--- config.mk ---
export PLATFORM = sky130hd
export DESIGN_NAME = preemptive_sjf_scheduler_top_flat
export DESIGN_NICKNAME = d
export VERILOG_FILES = /design/src/rtl/sjf_pkg.sv /design/src/rtl/sjf_ifs.sv /design/src/rtl/sjf_ram.sv /design/src/rtl/preemptive_sjf_scheduler_top.sv /design/src/flat_wrapper.sv
export SDC_FILE = /design/constraint.sdc
export NUM_CORES = 1
export LEC_CHECK = 0
export ABC_AREA = 1
export ABC_CLOCK_PERIOD_IN_PS = 4500
export BUFFER_PORTS_ARGS = -buffer_cell sky130_fd_sc_hd__clkbuf_2
export CORE_ASPECT_RATIO = 0.7
export CORE_MARGIN = 5
export CORE_UTILIZATION = 35
export CTS_CLUSTER_SIZE = 28
export DETAILED_ROUTE_END_ITERATION = 7
export GPL_ROUTABILITY_DRIVEN = 0
export HOLD_SLACK_MARGIN = 0.1
export PLACE_DENSITY = 0.57
export SETUP_SLACK_MARGIN = 0.2
export SLEW_MARGIN = 20
export SYNTH_ARGS = -nofsm -noshare
export SYNTH_HDL_FRONTEND = slang
export SYNTH_SLANG_ARGS = --single-unit
--- constraint.sdc ---
create_clock -name clk -period 4.5 [get_ports clk]
set_input_delay 0.675 -clock clk [delete_from_list [all_inputs] [get_ports clk]]
set_output_delay 0.675 -clock clk [all_outputs]
set_load 0.01 [all_outputs]
--- src/rtl/sjf_pkg.sv ---
// Package for the shortest-remaining-time scheduler: field widths, item codes,
// the job table word and the sequencer states. No dependencies.
package sjf_pkg;

	localparam int MAX_JOBS_DEF = 16;

	localparam int FUNC_W  = 1;
	localparam int SLOT_W  = 4;
	localparam int BURST_W = 10;
	localparam int TIME_W  = 16;
	localparam int COUNT_W = 5;

	localparam logic [FUNC_W-1:0] FUNC_LOAD = 1'b0;
	localparam logic [FUNC_W-1:0] FUNC_TICK = 1'b1;

	typedef struct packed {
		logic [BURST_W-1:0] burst;
		logic [TIME_W-1:0]  arrive;
		logic [BURST_W-1:0] remain;
	} job_word_t;

	localparam int JOB_WORD_W = $bits(job_word_t);

	typedef enum logic [4:0] {
		ST_IDLE  = 5'b00001,
		ST_SCAN  = 5'b00010,
		ST_DRAIN = 5'b00100,
		ST_WB    = 5'b01000,
		ST_OUT   = 5'b10000
	} sjf_state_t;

endpackage

--- src/rtl/sjf_ifs.sv ---
// Handshake interfaces for the scheduler: request, result and configuration.
// Depends on sjf_pkg for the field widths.
interface sjf_req_if import sjf_pkg::*; ();
	logic               valid;
	logic               ready;
	logic [FUNC_W-1:0]  func;
	logic [SLOT_W-1:0]  job_slot;
	logic [BURST_W-1:0] burst_len;
	logic [TIME_W-1:0]  arrive_at;

	modport source (output valid, func, job_slot, burst_len, arrive_at, input ready);
	modport sink   (input valid, func, job_slot, burst_len, arrive_at, output ready);
endinterface

interface sjf_rsp_if import sjf_pkg::*; ();
	logic              valid;
	logic              ready;
	logic [SLOT_W-1:0] ran_job;
	logic              idle_tick;
	logic              job_finished;
	logic [TIME_W-1:0] finish_time;
	logic [TIME_W-1:0] turnaround;
	logic [TIME_W-1:0] wait_time;
	logic              all_done;

	modport source (output valid, ran_job, idle_tick, job_finished, finish_time,
		turnaround, wait_time, all_done, input ready);
	modport sink   (input valid, ran_job, idle_tick, job_finished, finish_time,
		turnaround, wait_time, all_done, output ready);
endinterface

interface sjf_cfg_if import sjf_pkg::*; ();
	logic               valid;
	logic               ready;
	logic [COUNT_W-1:0] data;

	modport source (output valid, data, input ready);
	modport sink   (input valid, data, output ready);
endinterface

--- src/rtl/sjf_ram.sv ---
// Generic single-write, single-read RAM with a registered read port.
// No dependencies.
module sjf_ram #(
	parameter int WIDTH = 8,
	parameter int DEPTH = 16
) (
	input  logic                     clk,
	input  logic                     we,
	input  logic [$clog2(DEPTH)-1:0] waddr,
	input  logic [WIDTH-1:0]         wdata,
	input  logic [$clog2(DEPTH)-1:0] raddr,
	output logic [WIDTH-1:0]         rdata
);

	logic [WIDTH-1:0] mem_q [DEPTH];

	always_ff @(posedge clk) begin
		if (we) begin
			mem_q[waddr] <= wdata;
		end
		rdata <= mem_q[raddr];
	end

endmodule

--- src/rtl/preemptive_sjf_scheduler_top.sv ---
// Top level of the shortest-remaining-time scheduler.
// Depends on sjf_pkg, the interfaces in sjf_ifs and the job table RAM sjf_ram.
//
// The req channel carries load and tick items. A load item writes one job
// entry (burst, arrival, remaining work) and gives no result. A tick item
// scans the first job_count entries of the job table, one entry per cycle
// through the single read port of the table RAM and one shared comparator,
// then writes back the chosen job and advances time. A job_count above
// MAX_JOBS counts as MAX_JOBS. A tick's result passes through the SCAN,
// DRAIN, WB and OUT states (SCAN and DRAIN are skipped when job_count is
// zero) and is registered on rsp; req is not ready while a tick is in progress
// and becomes ready again in the same cycle as the result appears.
// The cfg channel is always ready and sets job_count; it should be written
// only while the block is idle.
// Reset clears time, sets job_count to one and returns the sequencer to idle;
// the job table itself holds no defined contents until loaded.
// A result waits in the output register while rsp is stalled. Load items are
// still taken meanwhile, but the next tick cannot deliver until it drains.
module preemptive_sjf_scheduler_top import sjf_pkg::*; #(
	parameter int MAX_JOBS = MAX_JOBS_DEF
) (
	input  logic clk,
	input  logic arst_n,
	sjf_req_if.sink   req,
	sjf_rsp_if.source rsp,
	sjf_cfg_if.sink   cfg
);

	localparam int JW   = $clog2(MAX_JOBS);
	localparam int NMAX = (MAX_JOBS < 31) ? MAX_JOBS : 31;

	sjf_state_t         state_q;
	logic [COUNT_W-1:0] jc_q;
	logic [COUNT_W-1:0] n_act;
	logic [COUNT_W-1:0] idx_q;
	logic [COUNT_W-1:0] idx_s1;
	logic               vld_s1;
	logic               found_q;
	logic [COUNT_W-1:0] best_q;
	job_word_t          best_word_q;
	logic [1:0]         cnt_q;
	logic [TIME_W-1:0]  now_q;

	logic               ram_we;
	logic [JW-1:0]      ram_waddr;
	job_word_t          ram_wdata;
	job_word_t          ram_rdata;
	logic [JOB_WORD_W-1:0] ram_rbits;

	logic               req_acc;
	logic               has_work;
	logic               take;
	logic               fin;
	logic [TIME_W-1:0]  ft;
	logic [TIME_W-1:0]  tat;
	logic [TIME_W-1:0]  wt;

	logic [SLOT_W-1:0]  res_job_q;
	logic               res_idle_q;
	logic               res_fin_q;
	logic [TIME_W-1:0]  res_ft_q;
	logic [TIME_W-1:0]  res_tat_q;
	logic [TIME_W-1:0]  res_wt_q;
	logic               res_all_q;
	logic               out_load;

	assign cfg.ready = 1'b1;
	assign req.ready = (state_q == ST_IDLE);
	assign req_acc   = req.valid && req.ready;

	assign n_act = (jc_q > COUNT_W'(NMAX)) ? COUNT_W'(NMAX) : jc_q;

	assign ram_rdata = job_word_t'(ram_rbits);
	assign has_work  = (ram_rdata.remain != '0);
	assign take      = vld_s1 && has_work && (ram_rdata.arrive <= now_q)
		&& (!found_q || (ram_rdata.remain < best_word_q.remain));

	assign fin = found_q && (best_word_q.remain == BURST_W'(1));
	assign ft  = now_q + TIME_W'(1);
	assign tat = ft - best_word_q.arrive;
	assign wt  = tat - TIME_W'(best_word_q.burst);

	always_comb begin
		ram_we    = 1'b0;
		ram_waddr = JW'(req.job_slot);
		ram_wdata = '{burst: req.burst_len, arrive: req.arrive_at, remain: req.burst_len};
		if (req_acc && (req.func == FUNC_LOAD) && (32'(req.job_slot) < MAX_JOBS)) begin
			ram_we = 1'b1;
		end else if ((state_q == ST_WB) && found_q) begin
			ram_we    = 1'b1;
			ram_waddr = JW'(best_q);
			ram_wdata = best_word_q;
			ram_wdata.remain = best_word_q.remain - BURST_W'(1);
		end
	end

	sjf_ram #(
		.WIDTH (JOB_WORD_W),
		.DEPTH (MAX_JOBS)
	) u_job_ram (
		.clk   (clk),
		.we    (ram_we),
		.waddr (ram_waddr),
		.wdata (ram_wdata),
		.raddr (JW'(idx_q)),
		.rdata (ram_rbits)
	);

	always_ff @(posedge clk or negedge arst_n) begin
		if (!arst_n) begin
			state_q <= ST_IDLE;
			jc_q    <= COUNT_W'(1);
			idx_q   <= '0;
			idx_s1  <= '0;
			vld_s1  <= 1'b0;
			found_q <= 1'b0;
			best_q  <= '0;
			cnt_q   <= '0;
			now_q   <= '0;
		end else begin
			if (cfg.valid) begin
				jc_q <= cfg.data;
			end
			if (vld_s1) begin
				if (take) begin
					found_q <= 1'b1;
					best_q  <= idx_s1;
				end
				if (has_work && (cnt_q != 2'd2)) begin
					cnt_q <= cnt_q + 2'd1;
				end
			end
			unique case (state_q)
				ST_IDLE: begin
					if (req_acc && (req.func == FUNC_TICK)) begin
						found_q <= 1'b0;
						cnt_q   <= '0;
						idx_q   <= '0;
						vld_s1  <= 1'b0;
						state_q <= (n_act == '0) ? ST_WB : ST_SCAN;
					end
				end
				ST_SCAN: begin
					vld_s1 <= 1'b1;
					idx_s1 <= idx_q;
					idx_q  <= idx_q + COUNT_W'(1);
					if (idx_q == n_act - COUNT_W'(1)) begin
						state_q <= ST_DRAIN;
					end
				end
				ST_DRAIN: begin
					vld_s1  <= 1'b0;
					state_q <= ST_WB;
				end
				ST_WB: begin
					now_q   <= ft;
					state_q <= ST_OUT;
				end
				ST_OUT: begin
					if (out_load) begin
						state_q <= ST_IDLE;
					end
				end
				default: begin
					state_q <= ST_IDLE;
				end
			endcase
		end
	end

	always_ff @(posedge clk) begin
		if (take) begin
			best_word_q <= ram_rdata;
		end
		if (state_q == ST_WB) begin
			res_job_q  <= found_q ? best_q[SLOT_W-1:0] : '0;
			res_idle_q <= !found_q;
			res_fin_q  <= fin;
			res_ft_q   <= fin ? ft : '0;
			res_tat_q  <= fin ? tat : '0;
			res_wt_q   <= fin ? wt : '0;
			res_all_q  <= (cnt_q == 2'd0) || ((cnt_q == 2'd1) && fin);
		end
	end

	assign out_load = (state_q == ST_OUT) && (!rsp.valid || rsp.ready);

	always_ff @(posedge clk or negedge arst_n) begin
		if (!arst_n) begin
			rsp.valid <= 1'b0;
		end else if (out_load) begin
			rsp.valid <= 1'b1;
		end else if (rsp.ready) begin
			rsp.valid <= 1'b0;
		end
	end

	always_ff @(posedge clk) begin
		if (out_load) begin
			rsp.ran_job      <= res_job_q;
			rsp.idle_tick    <= res_idle_q;
			rsp.job_finished <= res_fin_q;
			rsp.finish_time  <= res_ft_q;
			rsp.turnaround   <= res_tat_q;
			rsp.wait_time    <= res_wt_q;
			rsp.all_done     <= res_all_q;
		end
	end

endmodule

--- src/flat_wrapper.sv ---
// flat-port wrapper written by rule: the top's interface ports become plain ports
module preemptive_sjf_scheduler_top_flat import sjf_pkg::*;
#(
	parameter int MAX_JOBS = MAX_JOBS_DEF
)
  (clk, arst_n, req_valid, req_func, req_job_slot, req_burst_len, req_arrive_at, req_ready, rsp_valid, rsp_ran_job, rsp_idle_tick, rsp_job_finished, rsp_finish_time, rsp_turnaround, rsp_wait_time, rsp_all_done, rsp_ready, cfg_valid, cfg_data, cfg_ready);
  sjf_req_if req_i ();
  sjf_rsp_if rsp_i ();
  sjf_cfg_if cfg_i ();
  input  logic clk;
  input  logic arst_n;
  input wire logic [$bits(req_i.valid)-1:0] req_valid;
  input wire logic [$bits(req_i.func)-1:0] req_func;
  input wire logic [$bits(req_i.job_slot)-1:0] req_job_slot;
  input wire logic [$bits(req_i.burst_len)-1:0] req_burst_len;
  input wire logic [$bits(req_i.arrive_at)-1:0] req_arrive_at;
  output wire logic [$bits(req_i.ready)-1:0] req_ready;
  output wire logic [$bits(rsp_i.valid)-1:0] rsp_valid;
  output wire logic [$bits(rsp_i.ran_job)-1:0] rsp_ran_job;
  output wire logic [$bits(rsp_i.idle_tick)-1:0] rsp_idle_tick;
  output wire logic [$bits(rsp_i.job_finished)-1:0] rsp_job_finished;
  output wire logic [$bits(rsp_i.finish_time)-1:0] rsp_finish_time;
  output wire logic [$bits(rsp_i.turnaround)-1:0] rsp_turnaround;
  output wire logic [$bits(rsp_i.wait_time)-1:0] rsp_wait_time;
  output wire logic [$bits(rsp_i.all_done)-1:0] rsp_all_done;
  input wire logic [$bits(rsp_i.ready)-1:0] rsp_ready;
  input wire logic [$bits(cfg_i.valid)-1:0] cfg_valid;
  input wire logic [$bits(cfg_i.data)-1:0] cfg_data;
  output wire logic [$bits(cfg_i.ready)-1:0] cfg_ready;
  assign req_i.valid = req_valid;
  assign req_i.func = req_func;
  assign req_i.job_slot = req_job_slot;
  assign req_i.burst_len = req_burst_len;
  assign req_i.arrive_at = req_arrive_at;
  assign req_ready = req_i.ready;
  assign rsp_valid = rsp_i.valid;
  assign rsp_ran_job = rsp_i.ran_job;
  assign rsp_idle_tick = rsp_i.idle_tick;
  assign rsp_job_finished = rsp_i.job_finished;
  assign rsp_finish_time = rsp_i.finish_time;
  assign rsp_turnaround = rsp_i.turnaround;
  assign rsp_wait_time = rsp_i.wait_time;
  assign rsp_all_done = rsp_i.all_done;
  assign rsp_i.ready = rsp_ready;
  assign cfg_i.valid = cfg_valid;
  assign cfg_i.data = cfg_data;
  assign cfg_ready = cfg_i.ready;
  preemptive_sjf_scheduler_top #(.MAX_JOBS(MAX_JOBS)) u_core (.clk(clk), .arst_n(arst_n), .req(req_i), .rsp(rsp_i), .cfg(cfg_i));
endmodule
Yosys cells after proc, flatten, opt, wreduce, memory -nomap -nowiden:

Memory sizes are Yosys's and may differ from the RTL's. A register that Yosys moved wholly into a read port is not among the register bits.
Cells that the tools add are included.

* order comparisons: 3
* bitwise operators: 1
* equality and inequality tests: 12
* mux-type cells: 28
* add/sub/neg operators: 7
* reductions and logical operators: 26

Operators with widths (number)
* $mux W36: 2
* $mux W5: 5
* $pmux W5 S5: 1
* $add A16 B1 Y16 const B: 1
* $le A16 B16 Y1: 1
* $sub A16 B10 Y16: 1
* $sub A16 B16 Y16: 1
* $mux W4: 3
* $logic_and A1 B1 Y1: 11
* $mux W1: 11
* $eq A10 B1 Y1 const B: 1
* $lt A10 B10 Y1: 1
* $pmux W5 S2: 1
* $reduce_bool A10 Y1: 1
* $sub A10 B1 Y10 const B: 1
* $mux W2: 4
* $reduce_and A2 Y1: 3
* $add A5 B1 Y5 const B: 1
* $eq A5 B1 Y1 const B: 1
* $eq A5 B2 Y1 const B: 1
* $eq A5 B3 Y1 const B: 1
* $eq A5 B4 Y1 const B: 1
* $eq A5 B5 Y1: 1
* $eq A5 B5 Y1 const B: 1
* other kinds (15): 21

* output and inout bits: 58
* input bits: 41
* register bits: 190
* memories: 1
* word-level logic and storage cells: 105
* bits in writable memories: 576

Memory list
* u_core.u_job_ram.mem_q: words 16, width 36, rd ports 1, clocked after memory_dff 1, write ports 1, RTL line sjf_ram.sv:15 `logic [WIDTH-1:0] mem_q [DEPTH];`

Longest topological paths before layout:

Gate-level depths: netlist of the first run.

* depth after elaboration: 8
* gate-level depth with buffers: 27
* gate-level depth less buffers: 27

Hierarchy:

From an unflattened synthesis of the first run, not the netlist that was laid out.

* cells, all modules: 3445
* area, all modules: 35417.7 sq um

Modules (own cells, without submodules)
* sjf_ram: cells an instance 2380, sequential area each 18017.3 sq um, instances 1, area each 25474.4 sq um
* preemptive_sjf_scheduler_top: cells an instance 1065, sequential area each 5487.8 sq um, instances 1, area each 9943.3 sq um

Worst setup path after synthesis of the first run:

Ideal clock, no wire load.

* kind: reg2reg
* from: register u_core.now_q[0]
* to: register u_core.res_wt_q[13] (data pin)
* period minus slack after synthesis: 3600 ps
* cell stages (with the launch flop): 26
* path buffers: 0
* library setup time: 255 ps
* required time: 4245 ps
* arrival time: 3345 ps
* slack: 900 ps
* cell sequence: dfrtp_1 > ha_1 > nand2_1 > nor2_1 > nand3_1 > nor2_1 > inv_1 > nand2_1 > inv_1 > ha_1 > nand2_1 > nor2_1 > nand2_1 > nand3_1 > xnor2_1 > inv_1 > ha_1 > a21oi_1 > a21boi_0 > nand3_1 > nand2_1 > nand3_1 > nor2_1 > o21ai_0 > o21ai_0 > inv_1

* cells in the longest elaborated chain, start to end: 3

RTL lines
* start, declared: RTL line preemptive_sjf_scheduler_top.sv:42 `logic [TIME_W-1:0] now_q;`
* start signal, assigned: RTL line preemptive_sjf_scheduler_top.sv:156 `now_q <= ft;`
* $add A16 B1 Y16: RTL line preemptive_sjf_scheduler_top.sv:79 `assign ft = now_q + TIME_W'(1);`
* named net u_core.ft[6]: RTL line preemptive_sjf_scheduler_top.sv:54 `logic [TIME_W-1:0] ft;`
* $sub A16 B16 Y16: RTL line preemptive_sjf_scheduler_top.sv:80 `assign tat = ft - best_word_q.arrive;`
* named net u_core.tat[8]: RTL line preemptive_sjf_scheduler_top.sv:55 `logic [TIME_W-1:0] tat;`
* $sub A16 B10 Y16: RTL line preemptive_sjf_scheduler_top.sv:81 `assign wt = tat - TIME_W'(best_word_q.burst);`
* end signal, assigned: RTL line preemptive_sjf_scheduler_top.sv:181 `res_wt_q <= fin ? wt : '0;`
* end, declared: RTL line preemptive_sjf_scheduler_top.sv:63 `logic [TIME_W-1:0] res_wt_q;`

The timed path passes the listed nets, and every way through them passes these cells.
A chain may end at the register's enable or synchronous reset.

Worst setup path in the final report of the first run:

* from: register u_core.now_q[0]
* to: register u_core.res_wt_q[14] (data pin)

The elaborated chain is that of the path after synthesis.

==> impl_metrics.py, run 1 <==
metrics = {
    "yosys": {
        "synth_seq_cells": 802,
        "synth.avg_cell_area_um2": 12.52,
        "yosys.area_share.simple": 0.09991,
        "ys_warn_count": 0,
        "synth.distinct_cells": 50,
        "netlist_instances": 2605,
        "synth_enable_flop_cells": 722,
        "synth_fa_ha_area_frac": 0.02347,
        "netlist_area_um2": 32620,
        "synth_compound_area_frac": 0.1126,
        "synth_flop_cell": "edfxtp_1",
        "syn-num-nets": 2706,
        "synth_top_family_by_area": "compound AO/OA/AOI/OAI gates",
        "yosysSeqAreaShare": 0.7205,
        "synth-async-reset-ratio": 0.05486,
        "muxShareOfSynthArea": 0.0003452,
        "synth_xor_area_frac": 0.007249,
    },
    "power": {
        "max-vdd-ir-drop_mv": 0.3367,
        "leakagePower_nw": 13.27,
        "power_density_nw_per_um2": 558.1,
    },
    "global_route": {
        "grt_overflow": 0,
        "grt_pass1_vias": 20824,
        "antenna_found_initial": 0,
        "grt_use_total": 0.1720,
        "grt_max_degree": 174,
        "grt_pass1_wl_um": 131300,
    },
    "clock_tree": {
        "cts_num_sinks": 802,
        "clock_latency_ns": 0.63,
        "numCtsBuffers": 74,
        "cts_tree": "yes",
        "ctsRootBufferMaster": "clkbuf_16",
        "htree_levels": 3,
        "clock_path_buffers": 3,
        "clk_pin_slew_ns": 0.07,
        "cts_hold_repair.buffers": 0,
    },
    "sta": {
        "period_minus_slack_ns": 4.095,
        "max_freq_mhz": 244.2,
        "rsz0062_at_grt": "yes",
        "hold_violations": 0,
        "slew_headroom": 0.3356,
        "finalClockSkew_ns": 0.02378,
        "setup_viol": 0,
        "drv_slew": 0,
        "fin_crit_sh": 0.9099,
        "tightest_slew_ns": 0.9966,
        "finalSetupTns_ns": 0,
    },
    "floorplan": {
        "die_h_um": 265.4,
        "ioPinCount": 99,
        "floorplan.initialDensity": 0.3536,
        "die_area_um2": 99510,
        "core_um2": 92270,
        "rows": 93,
        "die_w_um": 374.9,
    },
    "worst_setup_path": {
        "critPathLaunch": "u_core.now_q[0]",
        "startpoint_type": "register",
        "r2r-start": "u_core.now_q[0]",
        "path_class": "register to register",
        "r2r_slack_ns": 0.41,
        "crit_required_ns": 4.88,
        "end_kind": "register",
        "reg2reg_depth": 24,
        "cp_max_fo": 4,
        "crit_arrival_ns": 4.48,
    },
    "cells_and_area": {
        "nets": 2818,
        "instances_no_fill": 4013,
        "syn_to_final_growth_pct": 15.22,
        "layout_commonest_cell": "edfxtp_1",
        "insertedDiodeCount": 0,
        "final_cell_mix": "722 x edfxtp_1, 367 x nor2_1, 363 x o21ai_0",
        "drive_gt1_frac": 0.1249,
    },
    "drt": {
        "drt-pass1-iter-count": 5,
        "routed_wl_um": 88010,
        "wire_per_inst_um": 21.93,
        "vias_per_cell": 5.320,
        "ant_nets": 0,
        "drt_iter0_drc": 2146,
        "vias": 21351,
        "drc": 0,
    },
    "run": {
        "maxCapViolations": 0,
    },
    "outcome": {
        "outcome": "complete, no violations",
    },
    "hold_path": {
        "hp-class": "input pin to asynchronous set/reset pin",
    },
    "place": {
        "post-dp-hpwl_um": 49580,
        "dp_cells": 3874,
        "io_buffers": 97,
    },
}
area by class of cell:
cell class	instances	area, um^2
tap	1235	1545
multi-input combinational	1497	8170
clock buffer	103	2127
sequential	802	23520
fill	8506	54680
timing repair buffer	172	1261
inverter	170	644.4
clock inverter	34	324.1
worst max-delay path, cell delays in order (launching register included):
cell and delay, ns:
dfrtp_1 0.36, ha_1 0.19, nand2_2 0.10, nor2_4 0.14, nand3_2 0.11, nor2_2 0.15, buf_4 0.13, nand2_1 0.10
xor2_2 0.29, ha_4 0.26, nand2_1 0.09, inv_1 0.06, nand2_1 0.09, nand3_1 0.15, xnor2_2 0.20, inv_1 0.07
ha_1 0.32, nand2_1 0.10, nor2_1 0.07, nand3_1 0.08, o2111ai_1 0.16, nor2_2 0.28, nand2_1 0.12, o21ai_1 0.14
nand2_1 0.06
Yosys cell counts, types with 2 or more instances:
cell	count	share of area
ha_1	58	0.022
o221ai_1	115	0.031
buf_1	12	0.0014
o21ai_0	364	0.056
o21ai_4	3	0.0015
o211ai_1	31	0.0071
a31oi_1	3	0.00058
edfxtp_1	722	0.66
dfxtp_1	36	0.022
clkbuf_1	115	0.013
a21oi_1	47	0.0072
nand3b_1	2	0.00046
inv_1	164	0.019
fa_1	2	0.0012
clkinv_1	2	0.00023
or2_2	4	0.00077
nor2_1	389	0.045
nor3_1	12	0.0018
xor2_1	23	0.0062
o21ai_2	2	0.00054
inv_2	4	0.00046
nand4_1	18	0.0035
nand2_1	276	0.032
nor4_1	4	0.00077
o21bai_1	4	0.00092
o22ai_1	29	0.0056
dfstp_2	2	0.0016
xnor2_1	4	0.0011
dfrtp_1	42	0.032
o21a_1	3	0.00069
nand3_2	4	0.0012
nand3_1	82	0.013
nand2_2	3	0.00058
buf_2	7	0.0011
and2_1	2	0.00038
power by group:
group,switching [mW],total [mW],leakage (nW),internal (mW)
clock network,2.72,6.38,1.20,3.66
registers,0.445,9.30,7.42,8.85
logic,3.73,5.30,4.65,1.57
through the flow:
step,util,cell area (um^2),total power [mW],setup slack (ns),hold WS [ns]
floorplan,-,32620,12.79,0.9002,0.3794
global placement,0.3796,35030,14.49,0.2696,0.3875
detailed placement,0.3796,35030,14.66,0.1752,0.3896
CTS,0.4063,37490,21.04,0.1726,0.1428
global route,0.4074,37590,22.10,0.1512,0.1894
finish,0.4074,37590,20.98,0.4052,0.1510
state kept, by name (all words and copies together) (netlist names), 5 cells and up:
signal and cells:
u_core.res_wt_q 16, u_core.res_tat_q 16, u_core.rsp.turnaround 16, u_core.rsp.wait_time 16, u_core.best_word_q 36, u_core.res_ft_q 16, u_core.rsp.finish_time 16, u_core.now_q 16
u_core.state_q 5, u_core.u_job_ram.mem_q 576, u_core.idx_q 5, u_core.u_job_ram.rdata 36, u_core.jc_q 5
timing repair:
| item | CTS | global route |
|---|---|---|
| setup buffers | 0 | 2 |
| resized for setup | 2 | 18 |
| setup endpoints to repair | 3 | 6 |
| pin swaps | 0 | 7 |
cell families after synthesis:
group	count (synthesis)
AO/OA/AOI/OAI	608
XOR/XNOR	27
adder cells (fa/ha/maj)	60
buffers and inverters	306
flip-flops	802
multiplexers	1
other	1
AND/OR/NAND/NOR	800
path summary, 6_finish.rpt:
kind / to
max in group asynchronous: u_core.idx_q[0]
min: u_core.jc_q[2]
max reg2reg: u_core.res_wt_q[14]
min reg2reg: u_core.best_word_q[28]
min in group clk: u_core.jc_q[2]
max: u_core.res_wt_q[14]
metal layers:
metal | vias to the layer above | GRT usage | wire length (um)
met1 | 10745 | 0.2495 | 39820
li1 | 9681 | - | -
met5 | - | 0 | 0
met3 | 138 | 0.03340 | 6331
met4 | 0 | 0.04973 | 2262
met2 | 787 | 0.2643 | 39600
(Power assumes the default switching activity.)
==> inputs of run 2 (changes only) <==
--- a/config.mk
+++ b/config.mk
@@ -5,17 +5,17 @@
 export SDC_FILE = /design/constraint.sdc
 export NUM_CORES = 1
 export LEC_CHECK = 0
-export ABC_AREA = 1
 export ABC_CLOCK_PERIOD_IN_PS = 4500
 export BUFFER_PORTS_ARGS = -buffer_cell sky130_fd_sc_hd__clkbuf_2
 export CORE_ASPECT_RATIO = 0.7
 export CORE_MARGIN = 5
 export CORE_UTILIZATION = 35
+export CTS_BUF_LIST = sky130_fd_sc_hd__clkbuf_4 sky130_fd_sc_hd__clkbuf_8
 export CTS_CLUSTER_SIZE = 28
 export DETAILED_ROUTE_END_ITERATION = 7
 export GPL_ROUTABILITY_DRIVEN = 0
 export HOLD_SLACK_MARGIN = 0.1
-export PLACE_DENSITY = 0.57
+export PLACE_DENSITY = 0.55
 export SETUP_SLACK_MARGIN = 0.2
 export SLEW_MARGIN = 20
 export SYNTH_ARGS = -nofsm -noshare
==> impl_metrics.py, run 2 <==
metrics = {
    "cells_and_area": {
        "largest_reg_flops": 576,
        "layout_commonest_cell": "edfxtp_1",
        "instances_no_fill": 3245,
        "fill_cells": 8008,
        "final_cell_mix": "722 x edfxtp_1, 180 x mux4_2, 130 x clkbuf_8",
        "syn_to_final_growth_pct": 17.39,
        "fin_util": 0.4145,
        "nets": 2017,
        "drive_gt1_frac": 0.3142,
        "largest-register": "u_core.u_job_ram.mem_q",
        "reg_top3": "u_core.u_job_ram.mem_q x576, u_core.best_word_q x36, u_core.u_job_ram.rdata x36",
    },
    "sta": {
        "fin_crit_sh": 0.9196,
        "rsz0062_at_grt": "no",
        "tightest_slew_ns": 1.059,
        "finalClockSkew_ns": 0.05391,
        "hold_violations": 0,
        "drv_slew": 0,
        "max_freq_mhz": 241.6,
        "setup_viol": 0,
        "finalSetupTns_ns": 0,
        "slew_headroom": 0.2906,
        "period_minus_slack_ns": 4.138,
    },
    "clock_tree": {
        "clock_path_buffers": 3,
        "cts_tree": "yes",
        "clock_latency_ns": 0.76,
        "numCtsBuffers": 119,
        "clk_pin_slew_ns": 0.07,
        "cts_num_sinks": 802,
        "htree_levels": 3,
        "ctsRootBufferMaster": "clkbuf_8",
    },
    "yosys": {
        "synth_compound_area_frac": 0.02617,
        "synth_flop_cell": "edfxtp_1",
        "synth_top_family_by_area": "multiplexers",
        "synth.avg_cell_area_um2": 19.07,
        "synthTopCellsByArea": "edfxtp_1 68%, mux4_2 13%, dfrtp_1 3.3%",
        "synth_enable_flop_cells": 722,
        "yosys.area_share.simple": 0.04306,
        "synth.distinct_cells": 72,
        "yosysMostFrequentCell": "edfxtp_1",
        "netlist_area_um2": 31790,
        "ys_top_cells_by_count": "722 x edfxtp_1, 180 x mux4_2, 82 x nand2_1, 77 x nor2_1, 66 x inv_1",
        "synth_top_area_cell": "edfxtp_1",
        "syn-num-nets": 1768,
        "yosysTopAreaCellShare": 0.6820,
        "ys_warn_count": 0,
        "netlist_instances": 1667,
        "yosysSeqAreaShare": 0.7394,
        "synth-async-reset-ratio": 0.05486,
        "synth_xor_area_frac": 0.01925,
        "synth_fa_ha_area_frac": 0.02409,
        "synth_seq_cells": 802,
        "muxShareOfSynthArea": 0.1320,
    },
    "drt": {
        "ant_nets": 0,
        "wire_per_inst_um": 23.73,
        "drc": 0,
        "routed_wl_um": 77000,
        "vias": 16324,
        "drt-pass1-iter-count": 5,
        "drt_iter0_drc": 1649,
        "vias_per_cell": 5.031,
    },
    "run": {
        "maxCapViolations": 0,
    },
    "worst_setup_path": {
        "crit_arrival_ns": 4.65,
        "slowest_delay_ns": 0.43,
        "crit_required_ns": 5.01,
        "reg2reg_depth": 17,
        "cp_slowest_cell": "dfrtp_2",
        "cp_cell_sequence": "ha_4, xor2_4, ha_4, nor2b_4, o31a_1, o21ai_2, or2b_1, a21o_1, a21oi_2, xnor2_2, ha_1, nand3_1, o311ai_1, buf_4, nor4_4, nand4_1, mux2_1",
        "r2r-start": "u_core.now_q[1]",
        "worst-path-buf-inv": 1,
        "path_delay_family": "simple AND/OR/NAND/NOR gates",
        "end_kind": "register",
        "r2r_end": "u_core.res_wt_q[15]",
        "crit_top_cell": "ha_4",
        "cp_max_fo": 4,
        "path_class": "register to register",
        "startpoint_type": "register",
        "r2r_slack_ns": 0.36,
    },
    "global_route": {
        "grt_overflow": 0,
        "grt_pass1_vias": 16861,
        "grt_pass1_wl_um": 113300,
        "antenna_found_initial": 3,
        "grt_max_degree": 72,
        "grt_use_total": 0.1586,
    },
    "power": {
        "leakagePower_nw": 12.55,
        "switching_share": 0.2933,
        "power_mw": 20.62,
        "p_int_mw": 14.57,
        "pwr-share-comb": 0.245,
        "p_switching_mw": 6.047,
        "power_density_nw_per_um2": 552.5,
        "max-vdd-ir-drop_mv": 0.2809,
        "clockPowerShare": 0.300,
        "seqPwrFrac": 0.456,
    },
    "hold_path": {
        "hp-class": "input pin to register",
        "hold_depth": 2,
        "min_from": "cfg_data[3]",
        "hold_end": "u_core.jc_q[3]",
    },
    "outcome": {
        "outcome": "complete, no violations",
    },
    "floorplan": {
        "rows": 92,
        "die_w_um": 370.2,
        "core_um2": 90020,
        "die_h_um": 262.1,
        "floorplan.initialDensity": 0.3531,
        "ioPinCount": 99,
        "die_area_um2": 97050,
    },
    "place": {
        "dp_cells": 3011,
        "io_buffers": 97,
        "post-dp-hpwl_um": 46450,
    },
}
## run 2: cell count changes in the layout (fill, tap and decap cells not counted), sizes merged, moves of 27 or more
cell and delta:
nor2 -314, o21ai -313, nand2 -197, mux4 +180
o221ai -114, inv -101, clkbuf +66, nand3 -64
xnor2 +48, and2 +30, o22ai -27
## run 2: cell families after synthesis
| kind of cell | count (synthesis) |
|---|---|
| flip-flops | 802 |
| AND/OR/NAND/NOR | 281 |
| multiplexers | 193 |
| AO/OA/AOI/OAI | 131 |
| buffers and inverters | 130 |
| XOR/XNOR | 69 |
| adder cells (fa/ha/maj) | 60 |
| other | 1 |
## run 2: area by class of cell
type                       instances  area [um^2]  area share
sequential                       802        23520      0.6303
multi-input combinational        735         8083      0.2166
clock buffer                     169         2082     0.05579
inverter                          67        252.7    0.006773
tap                             1222         1529     0.04097
clock inverter                    57        434.2     0.01163
antenna                            2        5.005   0.0001341
timing repair buffer             191         1410     0.03779
## run 2: power by group through the flow
stage               combinational (mW)  sequential, mW  clock (mW)
floorplan                         3.74            9.14           0
global placement                  4.87            9.54           0
detailed placement                4.92            9.55           0
CTS                               5.00            9.40        6.34
global route                      5.53            9.46        6.72
finish                            5.05            9.39        6.18
## run 2: worst max-delay path by stage
stage,cells past startpoint,endpoint,slack (ns),from
6_report,17,u_core.res_wt_q[15],0.36,u_core.now_q[1]
5_1_grt,17,u_core.res_wt_q[15],0.19,u_core.now_q[1]
4_1_cts,18,u_core.res_wt_q[15],0.25,u_core.now_q[1]
3_5_place_dp,16,u_core.res_wt_q[15],0.15,u_core.now_q[1]
3_3_place_gp,16,u_core.res_wt_q[14],0.16,u_core.now_q[1]
2_1_floorplan,16,u_core.res_wt_q[15],0.42,u_core.now_q[0]
## run 2: layer usage
layer | GRT usage | vias to the layer above | part of all wire
met5 | 0 | - | 0
met4 | 0.04169 | 0 | 0.021
met3 | 0.03109 | 103 | 0.055
met2 | 0.2291 | 436 | 0.43
met1 | 0.2455 | 8671 | 0.49
li1 | - | 7114 | -
## run 2: worst reg2reg max path: stages (launching register included)
cell      delay [ns]
dfrtp_2         0.43
ha_4            0.20
xor2_4          0.16
ha_4            0.26
nor2b_4         0.12
o31a_1          0.27
o21ai_2         0.18
or2b_1          0.28
a21o_1          0.20
a21oi_2         0.17
xnor2_2         0.11
ha_1            0.35
nand3_1         0.11
o311ai_1        0.12
buf_4           0.17
nor4_4          0.32
nand4_1         0.13
mux2_1          0.33
## run 2: what timing repair did
item / in CTS / in global routing
hold buffers: 1 / 0
pin swaps: 0 / 9
cloned: 0 / 0
endpoints found under the setup margin: 3 / 5
buffers inserted: 0 / 5
endpoints found under the hold margin: 42 / 0
gates resized for setup: 3 / 24
## run 2: per-stage QoR
| step | worst slack [ns] | hold WS [ns] | instance area (um^2) |
|---|---|---|---|
| 3_5_place_dp | 0.1527 | 0.3887 | 34570 |
| 5_1_grt | 0.1888 | 0.1237 | 37320 |
| 3_3_place_gp | 0.1630 | 0.3865 | 34570 |
| 2_1_floorplan | 0.4224 | 0.3794 | 31830 |
| 6_report | 0.3617 | 0.1905 | 37320 |
| 4_1_cts | 0.2532 | 0.1203 | 37120 |
